## src/hdl/mbc1_pkg.sv

```systemverilog
`timescale 1ns / 1ps

package mbc1_pkg;

   localparam int RAM_BANKS         = 4;
   localparam int RAM_BANK_BYTES    = 8192;
   localparam int ROM_BANK_BYTES    = 16384;
   localparam int MAX_ROM_BANK_BITS = 7;

   localparam int RAM_DEPTH     = RAM_BANKS * RAM_BANK_BYTES;
   localparam int RAM_ADDR_W    = $clog2(RAM_DEPTH);
   localparam int RAM_OFFSET_W  = $clog2(RAM_BANK_BYTES);
   localparam int ROM_OFFSET_W  = $clog2(ROM_BANK_BYTES);
   localparam int ROM_BANK_W    = MAX_ROM_BANK_BITS;
   localparam int ROM_ADDR_W    = 21;

   localparam int QUEUE_DEPTH   = 4;
   localparam int QUEUE_PTR_W   = $clog2(QUEUE_DEPTH);
   localparam int QUEUE_COUNT_W = $clog2(QUEUE_DEPTH + 1);

   localparam int CSR_INDEX_W   = 2;
   localparam int CSR_DATA_W    = 3;

   localparam logic [CSR_INDEX_W-1:0] CSR_ROM_BANK_BITS  = 2'd0;
   localparam logic [CSR_INDEX_W-1:0] CSR_RAM_BANK_COUNT = 2'd1;

   localparam logic [CSR_DATA_W-1:0] ROM_BANK_BITS_RESET  = 3'd7;
   localparam logic [CSR_DATA_W-1:0] RAM_BANK_COUNT_RESET = 3'd4;

   localparam logic       OP_READ  = 1'b0;
   localparam logic       OP_WRITE = 1'b1;
   localparam logic [7:0] UNMAPPED_BYTE = 8'hFF;
   localparam logic [3:0] RAM_ENABLE_KEY = 4'hA;

   // Register regions by address bits [15:13]; RAM window is 0xA000-0xBFFF.
   localparam logic [2:0] REGION_RAM_ENABLE = 3'b000;
   localparam logic [2:0] REGION_BANK_LOW   = 3'b001;
   localparam logic [2:0] REGION_BANK_HIGH  = 3'b010;
   localparam logic [2:0] REGION_MODE       = 3'b011;
   localparam logic [2:0] REGION_EXT_RAM    = 3'b101;

   typedef enum logic [1:0] {
      KIND_NONE,
      KIND_ROM,
      KIND_RAM_READ,
      KIND_RAM_WRITE
   } kind_type;

   typedef struct packed {
      kind_type                kind;
      logic [RAM_ADDR_W-1:0]   ram_index;
      logic [7:0]              write_byte;
      logic [ROM_ADDR_W-1:0]   rom_address;
   } item_type;

endpackage

```

## src/hdl/mbc1_front.sv

```systemverilog
`timescale 1ns / 1ps

module mbc1_front (
   input  logic                                clock,
   input  logic                                reset,
   input  logic                                csr_we,
   input  logic [mbc1_pkg::CSR_INDEX_W-1:0]    csr_index,
   input  logic [mbc1_pkg::CSR_DATA_W-1:0]     csr_wdata,
   input  logic                                accept,
   input  logic                                operation,
   input  logic [15:0]                         bus_address,
   input  logic [7:0]                          write_byte,
   output mbc1_pkg::item_type                  item
);
   import mbc1_pkg::*;

   logic [CSR_DATA_W-1:0] rom_bank_bits_ff, rom_bank_bits_in;
   logic [CSR_DATA_W-1:0] ram_bank_count_ff, ram_bank_count_in;
   logic       ram_enabled_ff, ram_enabled_in;
   logic [4:0] bank_low_ff, bank_low_in;
   logic [1:0] bank_high_ff, bank_high_in;
   logic       banking_mode_ff, banking_mode_in;

   logic [2:0]            region;
   logic [2:0]            bits_clamped;
   logic [ROM_BANK_W-1:0] rom_mask;
   logic [ROM_BANK_W-1:0] rom_bank;
   logic [4:0]            low_eff;
   logic [2:0]            banks_present;
   logic [1:0]            ram_bank_raw;
   logic [1:0]            ram_bank;
   logic                  ram_ok;
   logic [RAM_OFFSET_W+1:0] ram_full_index;

   assign region = bus_address[15:13];

   always_comb begin
      rom_bank_bits_in  = rom_bank_bits_ff;
      ram_bank_count_in = ram_bank_count_ff;
      if (csr_we) begin
         case (csr_index)
            CSR_ROM_BANK_BITS:  rom_bank_bits_in  = csr_wdata;
            CSR_RAM_BANK_COUNT: ram_bank_count_in = csr_wdata;
            default: ;
         endcase
      end
   end

   always_comb begin
      ram_enabled_in  = ram_enabled_ff;
      bank_low_in     = bank_low_ff;
      bank_high_in    = bank_high_ff;
      banking_mode_in = banking_mode_ff;
      if (accept && operation == OP_WRITE) begin
         case (region)
            REGION_RAM_ENABLE: ram_enabled_in  = (write_byte[3:0] == RAM_ENABLE_KEY);
            REGION_BANK_LOW:   bank_low_in     = write_byte[4:0];
            REGION_BANK_HIGH:  bank_high_in    = write_byte[1:0];
            REGION_MODE:       banking_mode_in = write_byte[0];
            default: ;
         endcase
      end
   end

   always_ff @(posedge clock) begin
      if (reset) begin
         rom_bank_bits_ff  <= ROM_BANK_BITS_RESET;
         ram_bank_count_ff <= RAM_BANK_COUNT_RESET;
         ram_enabled_ff    <= 1'b0;
         bank_low_ff       <= '0;
         bank_high_ff      <= '0;
         banking_mode_ff   <= 1'b0;
      end else begin
         rom_bank_bits_ff  <= rom_bank_bits_in;
         ram_bank_count_ff <= ram_bank_count_in;
         ram_enabled_ff    <= ram_enabled_in;
         bank_low_ff       <= bank_low_in;
         bank_high_ff      <= bank_high_in;
         banking_mode_ff   <= banking_mode_in;
      end
   end

   // ROM bank: a bits setting of zero behaves as one, anything above the maximum is clamped.
   always_comb begin
      if (rom_bank_bits_ff == 3'd0) begin
         bits_clamped = 3'd1;
      end else if (32'(rom_bank_bits_ff) > MAX_ROM_BANK_BITS) begin
         bits_clamped = 3'(MAX_ROM_BANK_BITS);
      end else begin
         bits_clamped = rom_bank_bits_ff;
      end
      rom_mask = ROM_BANK_W'((8'd1 << bits_clamped) - 8'd1);
      low_eff  = (bank_low_ff == 5'd0) ? 5'd1 : bank_low_ff;
      if (!bus_address[14]) begin
         rom_bank = banking_mode_ff ? ROM_BANK_W'({bank_high_ff, 5'd0}) : '0;
      end else begin
         rom_bank = ROM_BANK_W'({bank_high_ff, low_eff});
      end
      rom_bank = rom_bank & rom_mask;
   end

   // RAM bank wraps modulo the number of banks present, clamped to what is fitted.
   always_comb begin
      if (32'(ram_bank_count_ff) > RAM_BANKS) begin
         banks_present = 3'(RAM_BANKS);
      end else begin
         banks_present = ram_bank_count_ff;
      end
      ram_ok       = ram_enabled_ff && (banks_present != 3'd0);
      ram_bank_raw = banking_mode_ff ? bank_high_ff : 2'd0;
      case (banks_present)
         3'd1:    ram_bank = 2'd0;
         3'd2:    ram_bank = {1'b0, ram_bank_raw[0]};
         3'd3:    ram_bank = (ram_bank_raw == 2'd3) ? 2'd0 : ram_bank_raw;
         default: ram_bank = ram_bank_raw;
      endcase
      ram_full_index = {ram_bank, bus_address[RAM_OFFSET_W-1:0]};
   end

   always_comb begin
      item.kind        = KIND_NONE;
      item.ram_index   = ram_full_index[RAM_ADDR_W-1:0];
      item.write_byte  = write_byte;
      item.rom_address = '0;
      if (operation == OP_READ) begin
         if (!bus_address[15]) begin
            item.kind        = KIND_ROM;
            item.rom_address = ROM_ADDR_W'({rom_bank, bus_address[ROM_OFFSET_W-1:0]});
         end else if (region == REGION_EXT_RAM && ram_ok) begin
            item.kind = KIND_RAM_READ;
         end
      end else if (region == REGION_EXT_RAM && ram_ok) begin
         item.kind = KIND_RAM_WRITE;
      end
   end

endmodule

```

## config.mk

```make
export PLATFORM = sky130hd
export DESIGN_NAME = mbc1_front
export DESIGN_NICKNAME = d
export VERILOG_FILES = /design/src/hdl/mbc1_pkg.sv /design/src/hdl/mbc1_front.sv
export SDC_FILE = /design/constraint.sdc
export NUM_CORES = 1
export LEC_CHECK = 0
export ABC_AREA = 1
export BUFFER_PORTS_ARGS = -buffer_cell sky130_fd_sc_hd__buf_2
export CAP_MARGIN = 20
export CORE_MARGIN = 10
export CORE_UTILIZATION = 41
export CTS_CLUSTER_SIZE = 28
export DETAILED_ROUTE_END_ITERATION = 10
export GPL_TIMING_DRIVEN = 0
export PLACE_DENSITY = 0.82
export SLEW_MARGIN = 20
export SYNTH_ARGS = -nofsm -noshare
export SYNTH_HDL_FRONTEND = slang
export SYNTH_SLANG_ARGS = --single-unit
export TNS_END_PERCENT = 20
```

## constraint.sdc

```tcl
create_clock -name clock -period 1.5 [get_ports clock]
set_clock_uncertainty 0.1 [all_clocks]
set_input_delay 0.075 -clock clock [delete_from_list [all_inputs] [get_ports clock]]
set_output_delay 0.075 -clock clock [all_outputs]
set_load 0.01 [all_outputs]
```

==> summary.md <==
| Metric | Value |
|---|---|
| Area contributors post-synth | dfxtp_1 26%, nand2_1 14%, buf_4 13% |
| Failing checks | negative setup slack |
| Starting Density | 42.70% |
| Fin util | 61.98% |
| Core Footprint | 2758 µm² |
| Layout cells sized above 1 | 42.14% |
| Tmin final | 1.570 ns |
| CP endpoint | item[16] |
| Hold Path Class | input port to flip-flop |
| IO Pins | 80 |
| VDD IR max | 0.7043 mV |
| Clk_lat worst skew | 0.29 ns |
| Yosys top cell area share | 25.50% |
| Root Driver | clkbuf_4 |
| Synth warnings | 0 |
| Synth Instances | 194 |
| Critical path class | flip-flop to primary output |
| Post-synth EDFFs | 0 |
| Port Buffers | 75 |
| RSZ-0062 raised after global routing | true |
| First-pass GRT wire length | 5630 µm |
| Std cell rows | 19 |
| Largest net degree at the start of global routing | 11 |
| Setup slack after layout | -0.06967 ns |
| Worst EP required | 1.32 ns |
| FILL cells | 257 |
| Die ar. | 5415 µm² |
| Worst-path maximum fanout | 2 |
| Fin nets | 316 |
| Detail Route Antenna Nets | 0 |
| Syn Area/Cell | 6.069 µm² |
| Status | finished with violations |
| ANT cells | 0 |
| Global-route usage over all layers | 12.47% |
| TritonCTS buffer count | 3 |
| Vias in the first global route | 1315 |
| Max-Cap Viols | 0 |
| Clk pin slew, worst setup/hold paths | 0.09 ns |
| Seq/Total Area, Yosys | 25.50% |
| Main flop type after synthesis | dfxtp_1 |
| Vias per inst | 4.656 |
| Setup TNS after final layout | -0.06967 ns |
| Commonest cells in the netlist | 44 x nand2_1, 42 x nor2_1, 21 x buf_4 |
| Initial drt markers | 47 |
| Total Power | 966.5 µW |
| Reg-to-Reg End | rom_bank_bits_ff[2] |
| CP startpoint | rom_bank_bits_ff[2] |
| Distinct cells, synth | 27 |
| Critical Path AT | 1.39 ns |
| Overflow after GRT | 0 |
| Reg2reg start | rom_bank_bits_ff[2] |
| Final period util | 104.6% |
| Initial antenna violation count | 0 |
| Pleak | 0.0009708 µW |
| Synth-to-layout area growth | 45.16% |
| Routability congestion estimate | 0.7720 |
| Final wirelength | 3691 µm |
| Overall die height | 73.59 µm |
| CTS tree | built |
| Clk sinks | 15 |
| Area leader, netlist | dfxtp_1 |
| Startpoint Class | flip-flop |
| Slew Viols, Final | 0 |
| H-tree levels | 1 |
| R2r setup slk | 0.67 ns |
| #FFs+latches synth | 15 |
| Die width | 73.59 µm |
| DRC | 0 |
| Pre-antenna DRT Iters | 4 |
| Post-Syn Area | 1177 µm² |
| Clock buffer depth | 2 |
| Routed via count | 1448 |
| CP Capture Type | primary output |
| Post-Syn Nets | 229 |
| PwrDens | 565.5 nW/µm² |
| Fmax | 637.1 MHz |
| Ys async rst share | 0% |
| Routed len/inst | 11.87 µm |
| Cell with the most instances after synthesis | nand2_1 |
| Hold violation total from the final report | 0 |
| Endpoints failing setup | 1 |
| Multi-input combinational cell area | 624.3 µm² |
| Reg2Reg Depth | 3 |
| Register area | 305.3 µm² |
| Post-DP HPWL | 3105 µm |
| HP Start | csr_index[1] |
-- final cells by class --
type                            instances  share of cell area [%]
Multi-Input combinational cell        132                   36.53
Timing Repair Buffer                   82                   25.77
Sequential cell                        15                   17.86
Buffer                                 26                   11.35
Inverter                               21                   4.612
Tap cell                               31                   2.269
Clock buffer                            3                   1.318
Clock inverter                          1                  0.2928
-- placed cells by master, fill, tap and decap left out --
cell	count
nor3_2	2
a21oi_1	9
or2_4	1
clkbuf_4	3
o21bai_1	1
inv_1	19
ha_4	1
inv_2	2
dlygate4sd3_1	5
dfxtp_2	1
nand2_2	1
buf_4	23
buf_6	2
o21ai_0	3
nor3b_2	1
and3_1	1
dfxtp_1	13
dfxtp_4	1
clkbuf_1	1
nand2_1	44
buf_2	77
nor2_4	1
nor2_1	42
nand4_1	4
nand2_4	1
a31oi_1	2
clkinv_2	1
nor4_1	1
nand3b_1	2
nand3_1	14
conb_1	1
-- cells by family after synthesis --
family                   after synthesis  share of synthesized area (%)
AO/OA/AOI/OAI                         15                          6.801
adder cells (fa/ha/maj)                1                          1.063
buffers and inverters                 47                          23.17
flip-flops                            15                          25.50
other                                  1                         0.3185
AND/OR/NAND/NOR                      115                          43.15
-- registers in the layout, indices dropped and copies added, names as in the netlist --
name               cells
bank_high_ff           2
ram_bank_count_ff      3
ram_enabled_ff         1
bank_low_ff            5
banking_mode_ff        1
rom_bank_bits_ff       3
-- report_power, final --
group          internal, µW  total [µW]  switching, µW
clock network          99.2         235            136
logic                   149         310            161
registers               411         421           10.1
total                   659         966            307
-- worst min path at each step --
stage                           end  cells past startpoint
2_1_floorplan  ram_bank_count_ff[2]                      2
3_3_place_gp   ram_bank_count_ff[2]                      3
3_5_place_dp   ram_bank_count_ff[2]                      3
4_1_cts              bank_low_ff[2]                      4
5_1_grt              bank_low_ff[3]                      4
6_report        rom_bank_bits_ff[0]                      4
-- repair_timing --
action,in CTS,in global routing
hold buffers,5,0
setup buffers,2,0
setup endpoints to repair,2,4
endpoints found under the hold margin,6,0
gates cloned,0,0
pin swaps,3,2
gates resized for setup,6,1
-- per-layer routing --
metal  share of wire, %  GRT usage, %  up-vias
li1                   -             -      758
met1                 38         13.53      605
met2                 44         21.59       80
met3                 17         5.384        5
met4                1.0         3.106        0
met5                  0             0        -
-- critical path, cell delays in order, from the launching register on --
cell	delay, ns
dfxtp_4	0.36
or2_4	0.23
ha_4	0.15
o21bai_1	0.14
nand2_1	0.06
nor2_1	0.04
buf_2	0.13
-- through the flow --
stage	setup WS, ns	std cells	cell area (µm²)	hold slack, ns
5_1_grt	-0.1322	311	1709	0.02816
2_1_floorplan	0.2458	194	1177	0.08822
6_report	-0.06967	311	1709	0.01012
3_5_place_dp	0.09645	300	1592	0.2349
4_1_cts	-0.08426	311	1704	0.006389
3_3_place_gp	0.1156	300	1592	0.2013
Power figures use the tool's default switching activity.
